--- src/design/dwc_pkg.sv ---
// Shared types and constants for the depthwise convolution core.
package dwc_pkg;

    // Request opcodes as they arrive on the input channel.
    typedef enum logic [1:0] {
        OP_TAP_WR  = 2'd0,
        OP_PIX_WR  = 2'd1,
        OP_COMPUTE = 2'd2,
        OP_UNUSED  = 2'd3
    } t_opcode;

    // Work class decided by the front end.
    typedef enum logic [1:0] {
        KIND_NOP  = 2'd0,
        KIND_TAP  = 2'd1,
        KIND_PIX  = 2'd2,
        KIND_COMP = 2'd3
    } t_kind;

    // Configuration register indexes.
    localparam logic [1:0] CFG_PLANE_SIZE  = 2'd0;
    localparam logic [1:0] CFG_KERNEL_SIZE = 2'd1;

    localparam int DATA_W   = 16;
    localparam int COORD_W  = 5;
    localparam int CFG_IDX_W = 2;
    localparam int CFG_DAT_W = 6;
    localparam int PLANE_W  = 6;
    localparam int KSIZE_W  = 3;

    // Signed window coordinate: covers -3 .. 34 for kernels up to 7.
    localparam int IDX_W    = 8;
    // Products are Q.20 in 32 bits; up to 49 of them summed.
    localparam int PROD_W   = 2 * DATA_W;
    localparam int ACC_W    = 40;
    localparam int FRAC_SHIFT = 12;
    localparam int Q_W      = ACC_W - FRAC_SHIFT;
    localparam logic signed [ACC_W-1:0] ROUND_BIAS = ACC_W'(2048);
    localparam logic signed [Q_W-1:0]   Q_MAX      = Q_W'(32767);
    localparam logic signed [Q_W-1:0]   Q_MIN      = -Q_W'(32768);
    localparam logic signed [DATA_W-1:0] OUT_MAX   = 16'sh7fff;
    localparam logic signed [DATA_W-1:0] OUT_MIN   = 16'sh8000;

    localparam int QUEUE_DEPTH = 2;

    typedef struct packed {
        t_kind                     kind;
        logic [COORD_W-1:0]        row;
        logic [COORD_W-1:0]        col;
        logic signed [DATA_W-1:0]  data;
    } t_req;

    typedef struct packed {
        logic valid;
        t_req req;
    } t_qhead;

endpackage

--- src/design/dwc_if.sv ---
// Channel interfaces: input requests, results and configuration writes.
interface dwc_in_if import dwc_pkg::*; ();
    logic                       valid;
    logic                       ready;
    logic [1:0]                 opcode;
    logic [COORD_W-1:0]         row_index;
    logic [COORD_W-1:0]         col_index;
    logic signed [DATA_W-1:0]   data_value;

    modport source (output valid, output opcode, output row_index, output col_index,
                    output data_value, input ready);
    modport sink   (input valid, input opcode, input row_index, input col_index,
                    input data_value, output ready);
endinterface


--- src/design/dwc_front.sv ---
// Front end: accepts requests, classifies them and holds them in a short queue.
module dwc_front import dwc_pkg::*; #(
    parameter int MAX_PLANE  = 32,
    parameter int MAX_KERNEL = 7
) (
    input  logic        i_clk,
    input  logic        i_rst_n,
    dwc_in_if.sink      i_in,
    input  logic        i_pop,
    output t_qhead      o_head
);
    localparam int CNT_W = $clog2(QUEUE_DEPTH + 1);

    t_req               r_q [QUEUE_DEPTH];
    logic               r_wptr, n_wptr;
    logic               r_rptr, n_rptr;
    logic [CNT_W-1:0]   r_cnt, n_cnt;
    logic               push;
    t_req               cls;

    assign i_in.ready = (r_cnt != CNT_W'(QUEUE_DEPTH));
    assign push       = i_in.valid && i_in.ready;

    // Classify: out-of-store writes and the unused opcode become no-ops.
    always_comb begin
        cls.row  = i_in.row_index;
        cls.col  = i_in.col_index;
        cls.data = i_in.data_value;
        case (t_opcode'(i_in.opcode))
            OP_TAP_WR: begin
                cls.kind = (32'(i_in.row_index) < MAX_KERNEL &&
                            32'(i_in.col_index) < MAX_KERNEL) ? KIND_TAP : KIND_NOP;
            end
            OP_PIX_WR: begin
                cls.kind = (32'(i_in.row_index) < MAX_PLANE &&
                            32'(i_in.col_index) < MAX_PLANE) ? KIND_PIX : KIND_NOP;
            end
            OP_COMPUTE: cls.kind = KIND_COMP;
            default:    cls.kind = KIND_NOP;
        endcase
    end

    always_comb begin
        n_wptr = push  ? ~r_wptr : r_wptr;
        n_rptr = i_pop ? ~r_rptr : r_rptr;
        n_cnt  = r_cnt + CNT_W'(push) - CNT_W'(i_pop);
    end

    always_ff @(posedge i_clk) begin
        if (!i_rst_n) begin
            r_wptr <= 1'b0;
            r_rptr <= 1'b0;
            r_cnt  <= '0;
        end else begin
            r_wptr <= n_wptr;
            r_rptr <= n_rptr;
            r_cnt  <= n_cnt;
        end
    end

    always_ff @(posedge i_clk) begin
        if (push) begin
            r_q[r_wptr] <= cls;
        end
    end

    assign o_head.valid = (r_cnt != '0);
    assign o_head.req   = r_q[r_rptr];
endmodule

--- src/flat_wrapper.sv ---
// flat-port wrapper written by rule: the top's interface ports become plain ports
module dwc_front_flat import dwc_pkg::*;
#(
    parameter int MAX_PLANE  = 32,
    parameter int MAX_KERNEL = 7
)
  (i_clk, i_rst_n, i_pop, o_head, i_in_valid, i_in_opcode, i_in_row_index, i_in_col_index, i_in_data_value, i_in_ready);
  dwc_in_if i_in_i ();
  input  logic i_clk;
  input  logic i_rst_n;
  input  logic i_pop;
  output t_qhead o_head;
  input wire logic [$bits(i_in_i.valid)-1:0] i_in_valid;
  input wire logic [$bits(i_in_i.opcode)-1:0] i_in_opcode;
  input wire logic [$bits(i_in_i.row_index)-1:0] i_in_row_index;
  input wire logic [$bits(i_in_i.col_index)-1:0] i_in_col_index;
  input wire logic [$bits(i_in_i.data_value)-1:0] i_in_data_value;
  output wire logic [$bits(i_in_i.ready)-1:0] i_in_ready;
  assign i_in_i.valid = i_in_valid;
  assign i_in_i.opcode = i_in_opcode;
  assign i_in_i.row_index = i_in_row_index;
  assign i_in_i.col_index = i_in_col_index;
  assign i_in_i.data_value = i_in_data_value;
  assign i_in_ready = i_in_i.ready;
  dwc_front #(.MAX_PLANE(MAX_PLANE), .MAX_KERNEL(MAX_KERNEL)) u_core (.i_clk(i_clk), .i_rst_n(i_rst_n), .i_in(i_in_i), .i_pop(i_pop), .o_head(o_head));
endmodule
--- config.mk ---
export PLATFORM = sky130hd
export DESIGN_NAME = dwc_front_flat
export DESIGN_NICKNAME = d
export VERILOG_FILES = /design/src/design/dwc_pkg.sv /design/src/design/dwc_if.sv /design/src/design/dwc_front.sv /design/src/flat_wrapper.sv
export SDC_FILE = /design/constraint.sdc
export NUM_CORES = 1
export LEC_CHECK = 0
export BUFFER_PORTS_ARGS = -buffer_cell sky130_fd_sc_hd__clkbuf_2
export CORE_MARGIN = 4
export CORE_UTILIZATION = 47
export CTS_BUF_LIST = sky130_fd_sc_hd__clkbuf_8 sky130_fd_sc_hd__clkbuf_16
export DETAILED_ROUTE_END_ITERATION = 16
export GPL_ROUTABILITY_DRIVEN = 0
export PLACE_DENSITY = 0.86
export SLEW_MARGIN = 20
export SYNTH_ARGS = -nofsm -noshare
export SYNTH_HDL_FRONTEND = slang
export SYNTH_SLANG_ARGS = --single-unit
--- constraint.sdc ---
create_clock -name i_clk -period 1.5 [get_ports i_clk]
set_input_delay 0.3 -clock i_clk [delete_from_list [all_inputs] [get_ports i_clk]]
set_output_delay 0.3 -clock i_clk [all_outputs]
set_load 0.02 [all_outputs]
# After elaboration in Yosys (flattened, before gate mapping)
# Memories as Yosys holds them, arrays and structs flattened. A register that Yosys moved wholly into a read port is not among the register bits.
# Index checks and enable logic that the tools add are counted.
# op_classes
n_addsub	2
order_cmp	2
eq_ne	3
muxes	6
n_bitwise	2
n_reduce_logical	4
# op_table
cell	n
5-bit by 3-bit < comparator with 1-bit output, second input constant	2
2-bit one-hot mux with 3 select lines	1
1-bit 2-to-1 mux	5
2-bit by 1-bit adder with 2-bit output	1
2-bit by 1-bit == test with 1-bit output, second input constant	1
2-bit == test, second input constant	1
1-bit logical AND	2
2-bit zero test	1
2-bit != test, second input constant	1
1-bit inverter	2
2-bit nonzero test	1
2-bit by 1-bit subtractor with 2-bit output	1
# word_totals
ff_bits	4
ramBits	56
input_bits	32
output_inout_bits	30
wordCells	23
memories	1
# memory_table
memory	words	word_bits	rd	rd_clocked_by_memory_dff	write_ports	line_no	text
u_core.r_q	2	28	1	1	1	dwc_front.sv:14	t_req r_q [QUEUE_DEPTH];

# Depth between registers and ports, before layout
# logic_depth
ltp_word	4
mapped_depth	7
depth_no_buf	7

# Least setup slack after synthesis
# OpenSTA, ideal clock, no wires.
# synth_path
kind	register -> register
start	register u_core.r_cnt[0]
end	memory u_core.r_q[1][0] (netlist bit) (enable)
setup_time_ps	387
t_arrival_ps	1256
setup_slack_ps	-144
path_stages_with_launch	3
path_buffers	0
path_cell_list	dfxtp_1 -> nand2b_4 -> and3_1
# synth_between
elab_chain_cells	4
# synth_lines
item	line_no	text
from (decl)	dwc_front.sv:17	logic [CNT_W-1:0] r_cnt, n_cnt;
from (signal assigned)	dwc_front.sv:57	r_cnt <= n_cnt;
2-bit != test	dwc_front.sv:21	assign i_in.ready = (r_cnt != CNT_W'(QUEUE_DEPTH));
net i_in_ready	flat_wrapper.sv:18	output wire logic [$bits(i_in_i.ready)-1:0] i_in_ready;
1-bit logical AND	dwc_front.sv:22	assign push = i_in.valid && i_in.ready;
1-bit 2-to-1 mux	dwc_front.sv:62	if (push) begin
1-bit 2-to-1 mux (not written as such)	dwc_front.sv:63	r_q[r_wptr] <= cls;
to (decl)	dwc_front.sv:14	
# The timed path passes the listed nets, and every way through them passes these cells.

==> results_dict.tcl <==
set metrics [dict create \
    status "finished, violations left" \
    violations "setup timing" \
    via_count 1284 \
    totalPowerFinal_mw 4.82 \
    drc_errors 0 \
    fin_util_pct 67.9 \
    vdd_drop_max_mv 0.815 \
    insertion_delay_ps 320 \
    grt_pass1_wl_um 6220 \
    synthSimpleGateAreaFrac_pct 3.87 \
    rsz0062_at_grt "true" \
    first_global_vias 1359 \
    synth_most_common_cell "edfxtp_1" \
    grt.met2_usage_pct 23.2 \
    finalSetupViolCount 28 \
    die_h_um 79.8 \
    wl_um 4160 \
    synthTopCellsByCount "edfxtp_1, mux2_4, mux2_2" \
    max_freq_ghz 0.606 \
    worst_slack_ps -150 \
    synthCells 120 \
    cts_buffers 9 \
    clk_pin_slew_worst_paths_ps 60 \
    synth_fp_nets 155 \
    drive_gt1_share_pct 57.9 \
    drtIter0Drc 42 \
    fin_worst_skew_ps 3.12 \
    p_leak_nw 1.35 \
    crit_path_end_kind "primary output" \
    drt-wirelength-per-cell_um 15.5 \
    nets 232 \
    grt_max_degree 16 \
    grt_busiest_layer "met2" \
    yosys_warnings 0 \
    criticalPathCategory "reg2out" \
    cts_max_path_buffers 2 \
    drv_cap 0 \
    vias_per_cell 4.77 \
    fin_crit_sh_pct 110 \
    hp-class "in2reg" \
    met3_usage_pct 5.19 \
    cts_tree "done" \
    placementRows 25 \
    die-area_um2 6370 \
    syn-cell-area_um2 2420 \
    synth.yosys.seq_area_share_pct 73.6 \
    finalMaxSlewViolations 0 \
    cp_data_required_time_ps 1200 \
    crit_path_max_fanout 7 \
    cp-start-kind "flop" \
    cts-root-buf "clkbuf_8" \
    area_growth_pct 36.0 \
    synth-main-ff-cell "edfxtp_1" \
    synth_xor_area_share_pct 1.08 \
    cp.arrival_ps 1350 \
    die_w_um 79.8 \
    yosys-top-cells-area "edfxtp_1, mux2_4, dfxtp_1" \
    initial_utilization_pct 50.0 \
    antenna_found_initial 0 \
    cts.sinks 61 \
    min_period_ps 1650 \
    antenna_left 0 \
    synth_compound_area_share_pct 0.930 \
    cts_max_level 3 \
    ys_ff_latch 61 \
    core_area_um2 4850 \
    synth_fa_ha_area_share_pct 1.55 \
    num_antenna_cells 0 \
    synth-edff-count 56 \
    ys_types 22 \
    overflow 0 \
    max_slew_margin_pct 79.2 \
    met1_usage_pct 14.8 \
    synth_top_area_cell "edfxtp_1" \
    grt_util_all_layers_pct 13.7 \
    synthMuxAreaShare_pct 16.1 \
    async_reset_ff_share_pct 0 \
    powerDensity_nw_per_um2 1460 \
    io_buffers 61 \
    final-hold-violation-count 0 \
    dp_hpwl_um 2760 \
    syn_area_per_cell_um2 20.2 \
    first_pass_iters 4 \
    pin_count 62 \
    synth_top_family_by_area "multiplexers" \
    synth_top_cell_area_share_pct 69.4 \
    worst_pin_slew_ps 307 \
    postCtsSetupBuffers 0 \
]
-- layout make-up --
class                      instances  area [um2]
clock buffer                      11         151
timing repair buffer              69         626
tap                               67        83.8
multi-input combinational         51         602
clock inverter                     5        21.3
inverter                           5        22.5
sequential                        61        1790
fill                             308        1560
-- path summary, 6_finish.rpt --
| path | startpoint | endpoint | slack, ps | depth (start not counted) |
|---|---|---|---|---|
| worst min register to register | u_core.r_rptr | flop | 590 | 2 |
| worst max-delay path | flop | o_head[15] | -150 | 3 |
| worst max register to register | u_core.r_cnt[1] | u_core.r_cnt[1] | 120 | 6 |
| worst min-delay path | i_in_data_value[6] | u_core.r_q[0][6] | 160 | 1 |
-- cells by family (layout without fill, tap and decap cells) --
group,after synthesis,count (layout)
adders and majority gates,3,3
and+or+nand+nor,14,14
xor gates and xnor gates,3,3
DFF,61,61
muxes,28,28
buffers and inverters,8,90
AOI/OAI and AO/OA,3,3
-- placed cells by master (no fill, tap or decap), types with 3 or more instances in the layout --
cell      count
buf_6        28
ha_1          3
inv_1         7
and2_1        5
buf_12        4
edfxtp_1     56
dfxtp_1       3
clkbuf_2     33
mux2_4       28
clkbuf_8     11
-- metal layers --
metal  vias up  wire (um)
met3         6        269
met5         -          0
met1       618       1670
li1        616          -
met4         0         61
met2        44       2160
-- flip-flops by register name (all words and copies together) (netlist names), named ones only --
register and cells:
u_core.r_q 56, u_core.r_cnt 2, u_core.r_rptr 1, u_core.r_wptr 1
-- where the power goes --
part | internal (mW) | leakage [nW] | switching [mW] | total (mW)
clock | 0.665 | 0.103 | 0.557 | 1.22
sequential | 2.15 | 0.565 | 0.0840 | 2.24
combinational | 0.734 | 0.679 | 0.628 | 1.36
total | 3.55 | 1.35 | 1.27 | 4.82
-- repair_timing --
item / CTS / global route
pin swaps: 0 / 1
setup endpoints to repair: 28 / 29
gates cloned: 0 / 2
gates resized for setup: 1 / 93
hold buffers: 0 / 0
-- worst max-delay path, stage by stage, from the launching register on --
cell and delay [ps]:
dfxtp_4 410, clkbuf_16 180, mux2_4 310, buf_6 130
-- through the flow --
step / setup slack, ps / cell area (um2) / hold WS, ps / std cells / TNS [ps]
5_1_grt: -192 / 3290 / 138 / 269 / -5050
3_5_place_dp: 68.4 / 2860 / 494 / 251 / 0
6_report: -150 / 3290 / 162 / 269 / -3740
2_1_floorplan: 86.0 / 2430 / 399 / 120 / 0
3_3_place_gp: 123 / 2860 / 490 / 251 / 0
4_1_cts: -200 / 3040 / 140 / 267 / -4240
No activity file was read; power rests on OpenSTA's default activity.
